===== src/hw/rtl/bma_pkg.sv =====
`timescale 1ns / 1ps

package bma_pkg;

   // window geometry
   localparam int WINDOW_DEPTH = 256;
   localparam int SAMPLE_W     = 31;
   localparam int IDX_W        = $clog2(WINDOW_DEPTH);
   localparam int TOTAL_W      = SAMPLE_W + IDX_W;
   localparam int DIV_W        = $clog2(WINDOW_DEPTH + 1);
   localparam int STEP_W       = $clog2(SAMPLE_W);

   // commands from the controller to the datapath
   typedef struct packed {
      logic update;   // replace oldest slot, adjust total, load divider
      logic step;     // one quotient bit
      logic load;     // move result into the output register
   } bma_cmd_type;

   // status from the datapath to the controller
   typedef struct packed {
      logic sample_zero;
   } bma_status_type;

endpackage


===== src/hw/rtl/bma_ctrl.sv =====
`timescale 1ns / 1ps

module bma_ctrl
   import bma_pkg::*;
(
   input  logic           clock,
   input  logic           reset,
   input  logic           req_valid,
   output logic           req_stall,
   output logic           rsp_valid,
   input  logic           rsp_stall,
   input  bma_status_type status,
   output bma_cmd_type    cmd
);

   localparam logic [1:0] ST_IDLE   = 2'd0;
   localparam logic [1:0] ST_UPDATE = 2'd1;
   localparam logic [1:0] ST_DIVIDE = 2'd2;
   localparam logic [1:0] ST_DONE   = 2'd3;

   logic [1:0]        state_ff, state_in;
   logic [STEP_W-1:0] step_ff, step_in;
   logic              rsp_valid_ff, rsp_valid_in;
   logic              out_free;

   assign out_free = !rsp_valid_ff || !rsp_stall;

   always_comb begin
      state_in   = state_ff;
      step_in    = step_ff;
      cmd.update = 1'b0;
      cmd.step   = 1'b0;
      cmd.load   = 1'b0;
      case (state_ff)
         ST_IDLE: begin
            if (req_valid) begin
               state_in = ST_UPDATE;
            end
         end
         ST_UPDATE: begin
            step_in = '0;
            if (status.sample_zero) begin
               state_in = ST_DONE;
            end else begin
               cmd.update = 1'b1;
               state_in   = ST_DIVIDE;
            end
         end
         ST_DIVIDE: begin
            cmd.step = 1'b1;
            step_in  = step_ff + 1'b1;
            if (step_ff == STEP_W'(SAMPLE_W - 1)) begin
               state_in = ST_DONE;
            end
         end
         ST_DONE: begin
            if (out_free) begin
               cmd.load = 1'b1;
               state_in = ST_IDLE;
            end
         end
         default: begin
            state_in = ST_IDLE;
         end
      endcase
   end

   assign rsp_valid_in = cmd.load || (rsp_valid_ff && rsp_stall);

   always_ff @(posedge clock) begin
      if (reset) begin
         state_ff     <= ST_IDLE;
         rsp_valid_ff <= 1'b0;
      end else begin
         state_ff     <= state_in;
         rsp_valid_ff <= rsp_valid_in;
      end
      step_ff <= step_in;
   end

   assign req_stall = (state_ff != ST_IDLE);
   assign rsp_valid = rsp_valid_ff;

endmodule


===== config.mk =====
export PLATFORM = sky130hd
export DESIGN_NAME = bma_ctrl
export DESIGN_NICKNAME = d
export VERILOG_FILES = /design/src/hw/rtl/bma_pkg.sv /design/src/hw/rtl/bma_ctrl.sv
export SDC_FILE = /design/constraint.sdc
export NUM_CORES = 1
export LEC_CHECK = 0
export BUFFER_PORTS_ARGS = -buffer_cell sky130_fd_sc_hd__buf_2
export CAP_MARGIN = 10
export CELL_PAD_IN_SITES_DETAIL_PLACEMENT = 0
export CELL_PAD_IN_SITES_GLOBAL_PLACEMENT = 2
export CORE_MARGIN = 2
export CORE_UTILIZATION = 31
export DETAILED_ROUTE_END_ITERATION = 16
export PLACE_DENSITY = 0.78
export SLEW_MARGIN = 20
export SYNTH_ARGS = -nofsm -noshare
export SYNTH_HDL_FRONTEND = slang
export SYNTH_SLANG_ARGS = --single-unit

===== constraint.sdc =====
create_clock -name clock -period 1.6 [get_ports clock]
set_input_delay 0.08 -clock clock [delete_from_list [all_inputs] [get_ports clock]]
set_output_delay 0.08 -clock clock [all_outputs]
set_load 0.01 [all_outputs]

# --- After elaboration in Yosys (flattened, before gate mapping) ---
# Cells that the tools add are included.
classes:
  n_addsub: 1
  eq_ne: 7
  n_reduce_logical: 9
  muxes: 11
ops:
  columns: ["op", "n"]
  rows:
  - ["5-bit case mux with 2 select lines", 1]
  - ["2-bit case mux with 4 select lines", 1]
  - ["1-bit two-way mux", 6]
  - ["2-bit two-way mux", 3]
  - ["2-bit != test (second input constant)", 3]
  - ["5-bit by 1-bit adder with 5-bit output (second input constant)", 1]
  - ["5-bit equality test (second input constant)", 1]
  - ["2-bit equality test (second input constant)", 2]
  - ["2-bit nonzero test", 2]
  - ["3-bit AND reduction", 1]
  - ["2-bit by 1-bit equality test with 1-bit output (second input constant)", 1]
  - ["1-bit zero test", 2]
  - ["2-bit zero test", 1]
  - ["1-bit logical OR", 2]
  - ["1-bit logical AND", 1]
totals:
  elab_cells: 31
  output_inout_bits: 5
  ff_bits: 8
  inputBits: 5

# --- Longest topological paths before layout ---
# Gate-level depths: netlist (run 1).
depth:
  word_depth: 5
  mapped_depth: 5
  mapped_depth_nobuf: 5

# --- Worst setup path before layout (run 1) ---
# No wires, ideal clock.
synth_timing:
  path_type: "reg-to-reg"
  start: "reg state_ff[0]"
  end: "reg state_ff[0]"
  stages_incl_launch_ff: 5
  t_required_ns: 1.528
  setup_time_ns: 0.072
  n_path_buf: 0
  period_less_slack_ns: 1.337
  arrival_time_ns: 1.266
  setup_slack_ns: 0.263
  path_cell_list: "dfxtp_1 inv_1 ha_1 a221oi_2 mux2i_1"
synth_via:
  elab_chain_len: 3
  elab_cells_between_ends: 9
  cone_classes: "6 x eq/ne; 1 x mux; 2 x reduce/logical"
synth_rtl:
  columns: ["element", "line", "rtl"]
  rows:
  - ["from (decl)", "bma_ctrl.sv:21", "logic [1:0] state_ff, state_in;"]
  - ["from (signal assigned)", "bma_ctrl.sv:75", "state_ff <= state_in;"]
  - ["2-bit equality test / 2-bit zero test (equally long branches)", "bma_ctrl.sv:34", "case (state_ff)"]
  - ["2-bit != test (no line)", null, null]
  - ["3-bit AND reduction (no line)", null, null]
# Parallel ways exist; a longest one is shown, timed or not.
# A chain may end at the register's enable or synchronous reset.

# --- Worst setup path after layout (run 1) ---
layout_timing:
  start: "reg state_ff[0]"
  end: "reg state_ff[1]"
# The elaborated chain is that of the path after synthesis.

==> results of run 1 <==
-- area by class of cell --
cell class	count	area [um2]	area share (%)
Tap cell	16	20.0	3.38
Timing Repair Buffer	10	55.1	9.30
Multi-Input combinational cell	32	256	43.3
Sequential cell	8	210	35.5
Clock buffer	4	26.3	4.44
Inverter	6	23.8	4.02
-- synthesized netlist by cell type, types with 2 or more instances --
library cell,count
mux2i_1,2
edfxtp_1,5
ha_1,7
xnor2_1,2
dfxtp_1,3
nand3_1,2
nand2_1,3
and2_1,3
and3_1,2
inv_1,5
nor2b_1,4
-- registers in the layout (all words and copies together), names as in the netlist --
name	cells
rsp_valid	1
state_ff	2
step_ff	5
-- routing by layer --
layer / up-vias / part of all wire (%) / track usage [%]
met2: 4 / 47 / 15.6
met3: 4 / 2.9 / 5.00
met4: 0 / 2.3 / 9.09
li1: 184 / - / -
met1: 161 / 47 / 11.5
met5: - / 0 / 0
-- metrics by stage --
stage               area, um2  power [W]  worst slack, ns  util [%]
finish                    592   0.000928            0.126      39.7
detailed placement        556   0.000772            0.154      37.3
global route              592    0.00101           0.0129      39.7
floorplan                 490   0.000659            0.263         -
global placement          556   0.000769            0.139      37.3
CTS                       592   0.000952            0.114      39.7
-- power by group --
group / leakage, nW / internal, W / switching (W)
Clock: 0.0150 / 0.0000955 / 0.0000711
Sequential: 0.0740 / 0.000333 / 0.0000846
Combinational: 0.193 / 0.000164 / 0.000180
Total: 0.282 / 0.000593 / 0.000335
-- worst reg2reg max path: stages (launching register included) --
cell and delay, ns:
dfxtp_1 0.42, inv_1 0.12, ha_1 0.28, a221oi_2 0.35, mux2i_1 0.23
-- final timing paths --
check	startpoint	endpoint	slack, ns
worst max-delay path	state_ff[0]$_SDFFE_PP0P_	state_ff[1]$_SDFFE_PP0P_	0.13
worst max register to register	state_ff[0]$_SDFFE_PP0P_	state_ff[1]$_SDFFE_PP0P_	0.13
worst min-delay path	rsp_stall	rsp_valid$_SDFF_PP0_	0.09
worst min register to register	rsp_valid$_SDFF_PP0_	rsp_valid$_SDFF_PP0_	0.52
-- cells by family (layout without fill, tap and decap cells) --
group	Yosys count	after routing	share of synthesized area, %
AO/OA/AOI/OAI	4	4	7.14
flip-flops	8	8	42.9
multiplexers	2	2	4.08
adder cells (fa/ha/maj)	7	7	17.9
XOR/XNOR	3	3	5.36
AND/OR/NAND/NOR	16	16	17.9
buffers and inverters	6	20	4.85
==> flow_summary.toml, run 1 <==
[min_path]
hp-class = "primary input to flip-flop"
worstHoldPathCells = 3

[detailed_routing]
drc = 0
drtIter0Drc = 0
drt_wl_total_um = 824
wire_per_inst_um = 10.8
vias = 353
vias_per_cell = 4.64
ant_nets = 0
drtPass1Iterations = 1

[final_layout]
num_antenna_cells = 0
final_cells = 76
fillers = 156
layout-area-overhead-vs-synth_pct = 20.7
layout_commonest_cell = "buf_2"
drive_gt1_share_pct = 23.3
final_nets = 73
mostFrequentLayoutCells = "9 x buf_2, 7 x ha_1, 5 x inv_1, 5 x edfxtp_1, 4 x nor2b_1"

[timing]
setup_viol = 0
clock_skew_ns = 0.00803
final_hold_viol_count = 0
period_share_pct = 92.1
slew_headroom_pct = 79.9
worstMarginPinSlew_ns = 0.301
tns_ns = 0
period_minus_slack_ns = 1.47
max_freq_mhz = 679
slew_violations = 0
hold_ws_ns = 0.0909
grt_setup_unrepaired = "no"

[cts]
cts_tree = "built"
clockBufferDepth = 2
cts.sinks = 8
clk-insertion-delay-late_ns = 0.26
post_cts_buffers = 0
htree_levels = 1
root_buffer = "clkbuf_4"
ctsHoldBuffers = 1
numCtsBuffers = 3
cts.reportedPaths.clkPinSlew_ns = 0.06
ctsResizeCount = 0

[power]
power.density_nw_per_um2 = 1570
peakVddDrop_v = 0.000613
power.leakage_nw = 0.282

[worst_setup_path]
cp_top_family = "flip-flops"
critPathRequiredTime_ns = 1.78
crit_path_max_fanout = 7
crit_buf_inv = 1
cp-end-kind = "flip-flop"
cp_slowest_cell = "dfxtp_1"
cp.arrival_ns = 1.65
cp-start-kind = "flip-flop"
worst-setup-path-type = "flip-flop to flip-flop"
r2r_cells = 4
crit_chain = "inv_1 -> ha_1 -> a221oi_2 -> mux2i_1"
slowest_delay_ns = 0.42
cp.depth = 4

[synthesis]
synth_area_per_cell_um2 = 10.7
syn_inst = 46
synth_flop_cell = "edfxtp_1"
netlist_area_um2 = 490
synth_edf_count = 5
ys_seq_elements = 8
yosys_warnings = 0
synthArstFlopShare_pct = 0
syn_nets = 58
yosysTopAreaCell = "edfxtp_1"
yosysTopAreaCellShare_pct = 30.6
ys_types = 19
yosysSeqAreaShare_pct = 42.9
ys_top_cells_by_area = "edfxtp_1 31%, ha_1 18%, dfxtp_1 12%, nor2b_1 5.1%, mux2i_1 4.1%"

[status]
outcome = "complete, no violations"

[placement]
dp_hpwl_um = 651
place_congestion = 0.675
portBuffers = 9
placedCellCount = 71

[job]
max_cap_viol_count = 0

[floorplan]
io_pins = 10
std_cell_rows = 14
die_y_um = 43.8
die_x_um = 43.8
start_util_pct = 32.9
core-area_um2 = 1490
die_area_um2 = 1920

[grt]
grt_max_degree = 8
grt_pass1_wl_um = 1410
antenna_found_initial = 0
grt_usage_pct = 10.7
grt_pass1_vias = 359
overflow = 0
Note: power is estimated with default switching activity, not from simulation.
==> inputs of run 2 (changes only) <==
--- a/config.mk
+++ b/config.mk
@@ -5,14 +5,15 @@
 export SDC_FILE = /design/constraint.sdc
 export NUM_CORES = 1
 export LEC_CHECK = 0
+export ABC_AREA = 1
 export BUFFER_PORTS_ARGS = -buffer_cell sky130_fd_sc_hd__buf_2
 export CAP_MARGIN = 10
 export CELL_PAD_IN_SITES_DETAIL_PLACEMENT = 0
 export CELL_PAD_IN_SITES_GLOBAL_PLACEMENT = 2
 export CORE_MARGIN = 2
-export CORE_UTILIZATION = 31
+export CORE_UTILIZATION = 29
 export DETAILED_ROUTE_END_ITERATION = 16
-export PLACE_DENSITY = 0.78
+export PLACE_DENSITY = 0.79
 export SLEW_MARGIN = 20
 export SYNTH_ARGS = -nofsm -noshare
 export SYNTH_HDL_FRONTEND = slang
==> run 2 against run 1 <==
Compared with the run above:
- via count is 12% higher
- global-route usage is 1.9 points lower
- area after synthesis is 2.0% higher
- worst setup slack better by 0.19 ns
- clock power hardly changed
- worst hold slack better by 0.0043 ns
- largest power group is now combinational logic
- highest routed layer is now met3
==> flow_summary.toml, run 2 <==
[cts]
cts.sinks = 8
cts.reportedPaths.clkPinSlew_ns = 0.05
cts_tree = "built"
htree_levels = 1
root_buffer = "clkbuf_4"
clk-insertion-delay-late_ns = 0.25
clockBufferDepth = 2
ctsResizeCount = 0
numCtsBuffers = 3

[detailed_routing]
vias_per_cell = 4.24
wl_met1_um = 393
drtIter0Drc = 5
wire_per_inst_um = 8.30
vias = 394
met2_length_um = 355
wl_met3_um = 24
top_layer_used = "met3"
drc = 0
drtPass1Iterations = 4
drt_wl_total_um = 772
ant_nets = 0

[timing]
final_hold_viol_count = 0
period_minus_slack_ns = 1.28
grt_setup_unrepaired = "no"
fin_ws_ns = 0.318
worstMarginPinSlew_ns = 0.209
max_freq_mhz = 780
setup_viol = 0
clock_skew_ns = 0.000702
tns_ns = 0
period_share_pct = 80.1
slew_headroom_pct = 86.0
slew_violations = 0

[worst_setup_path]
critPathRequiredTime_ns = 1.60
slowest_delay_ns = 0.43
crit_path_max_fanout = 4
worst-setup-path-type = "flip-flop to flip-flop"
cp-start-kind = "flip-flop"
cp.arrival_ns = 1.29
cp-end-kind = "flip-flop"
cp_slowest_cell = "edfxtp_1"
cpMostUsedCell = "nand2_1"
crit_chain = "ha_1 -> nand2_1 -> inv_1 -> nand2_1 -> xor2_1 -> nor2_1"

[final_layout]
final_cells = 93
final_core_util_pct = 36.1
finalInstanceArea_um2 = 603
num_antenna_cells = 0
largest_reg_flops = 5
mostFrequentLayoutCells = "13 x inv_1, 12 x nand2_1, 10 x nor2_1"
drive_gt1_share_pct = 17.1
multi_input_area_um2 = 241
top_register = "step_ff"
fillers = 168
final_nets = 89
layout_commonest_cell = "inv_1"
seqCellArea_um2 = 210
layout-area-overhead-vs-synth_pct = 20.5

[floorplan]
start_util_pct = 30.0
core-area_um2 = 1670
die_y_um = 45.5
std_cell_rows = 15
die_x_um = 45.5
die_area_um2 = 2070
io_pins = 10

[power]
peakVddDrop_v = 0.000603
power.leakage_nw = 0.309
power.density_nw_per_um2 = 1700

[grt]
grt_max_degree = 7
grt_usage_pct = 8.78
grt_pass1_vias = 325
grt_pass1_wl_um = 1260
overflow = 0
antenna_found_initial = 0

[synthesis]
yosysMostFrequentCell = "inv_1"
synth_area_per_cell_um2 = 8.07
ys_types = 11
netlist_area_um2 = 500
synthArstFlopShare_pct = 0
yosysTopAreaCellShare_pct = 30.0
ys_seq_elements = 8
synthTopCellsByCount = "13 x inv_1, 12 x nand2_1, 10 x nor2_1, 7 x ha_1, 5 x edfxtp_1"
synth_flop_cell = "edfxtp_1"
ys_top_cells_by_area = "edfxtp_1 30%, ha_1 18%, dfxtp_1 12%, inv_1 9.7%, nand2_1 9.0%"
synth_edf_count = 5
yosys_warnings = 0
syn_nets = 74
syn_inst = 62
yosysSeqAreaShare_pct = 42.0
yosysTopAreaCell = "edfxtp_1"

[placement]
portBuffers = 9
dp_hpwl_um = 642
place_congestion = 0.714
placedCellCount = 88
pre_cts_ws_ns = 0.327
placed_area_um2 = 567

[min_path]
hp-class = "primary input to flip-flop"

[job]
max_cap_viol_count = 0

[status]
outcome = "complete, no violations"
==> run 2: cell types whose count changed after synthesis, moves of 2 or more <==
cell     previous run  this run
a21oi_1             1         4
xnor2_1             2         0
mux2i_1             2         0
nor2b_1             4         0
nor2_1              1        10
nand2_1             3        12
nand3_1             2         4
and2_1              3         0
and3_1              2         0
inv_1               5        13
==> run 2: repair_timing <==
action / CTS / global route
endpoints found under the hold margin: 1 / 0
hold buffers: 1 / 0
setup buffers: 0 / 0
==> run 2: worst paths after layout <==
| kind | from | end | slack, ns | depth (start not counted) |
|---|---|---|---|---|
| worst min-delay path | rsp_stall | rsp_valid$_SDFF_PP0_ | 0.1 | 3 |
| worst min register to register | rsp_valid$_SDFF_PP0_ | rsp_valid$_SDFF_PP0_ | 0.49 | 2 |
| worst max register to register | step_ff[0]$_SDFFCE_PP0P_ | step_ff[4]$_SDFFCE_PP0P_ | 0.32 | 6 |
| worst max-delay path | step_ff[0]$_SDFFCE_PP0P_ | step_ff[4]$_SDFFCE_PP0P_ | 0.32 | 6 |
==> run 2: through the flow <==
step	power, W	hold slack, ns
2_1_floorplan	0.000752	0.149
3_3_place_gp	0.000879	0.260
3_5_place_dp	0.000871	0.260
4_1_cts	0.00104	0.0865
5_1_grt	0.00114	0.109
6_report	0.00102	0.0952
==> run 2: per-layer routing <==
metal / up-vias / GRT usage [%]
li1: 218 / -
met1: 168 / 10.1
met2: 8 / 14.4
met3: 0 / 2.38
met4: 0 / 5.29
met5: - / 0
==> run 2: kinds of logic (layout without fill, tap and decap cells) <==
family / Yosys count / in the layout / share of synthesized area, %
simple gates: 27 / 27 / 21.5
buf+inv: 13 / 27 / 9.75
flops: 8 / 8 / 42.0
fa+ha+maj: 7 / 7 / 17.5
compound gates: 5 / 5 / 5.75
xor+xnor: 2 / 2 / 3.50
==> run 2: layout make-up <==
cell class,count,share of cell area (%)
clock buffer,4,4.36
inverter,13,8.09
multi-input combinational,41,40.0
sequential,8,34.9
tap,17,3.53
timing repair buffer,10,9.13
==> run 2: report_power, final <==
group          switching [W]  internal, W
Sequential         0.0000803     0.000346
Combinational       0.000258     0.000175
Clock              0.0000685    0.0000954
Total               0.000407     0.000617
==> run 2: critical path: cells and delay by family, from the launching register on <==
kind	cells	cell delay [ns]
DFF	1	0.43
and+or+nand+nor	3	0.18
buffers and inverters	1	0.05
adders and majority gates	1	0.23
xor gates and xnor gates	1	0.15
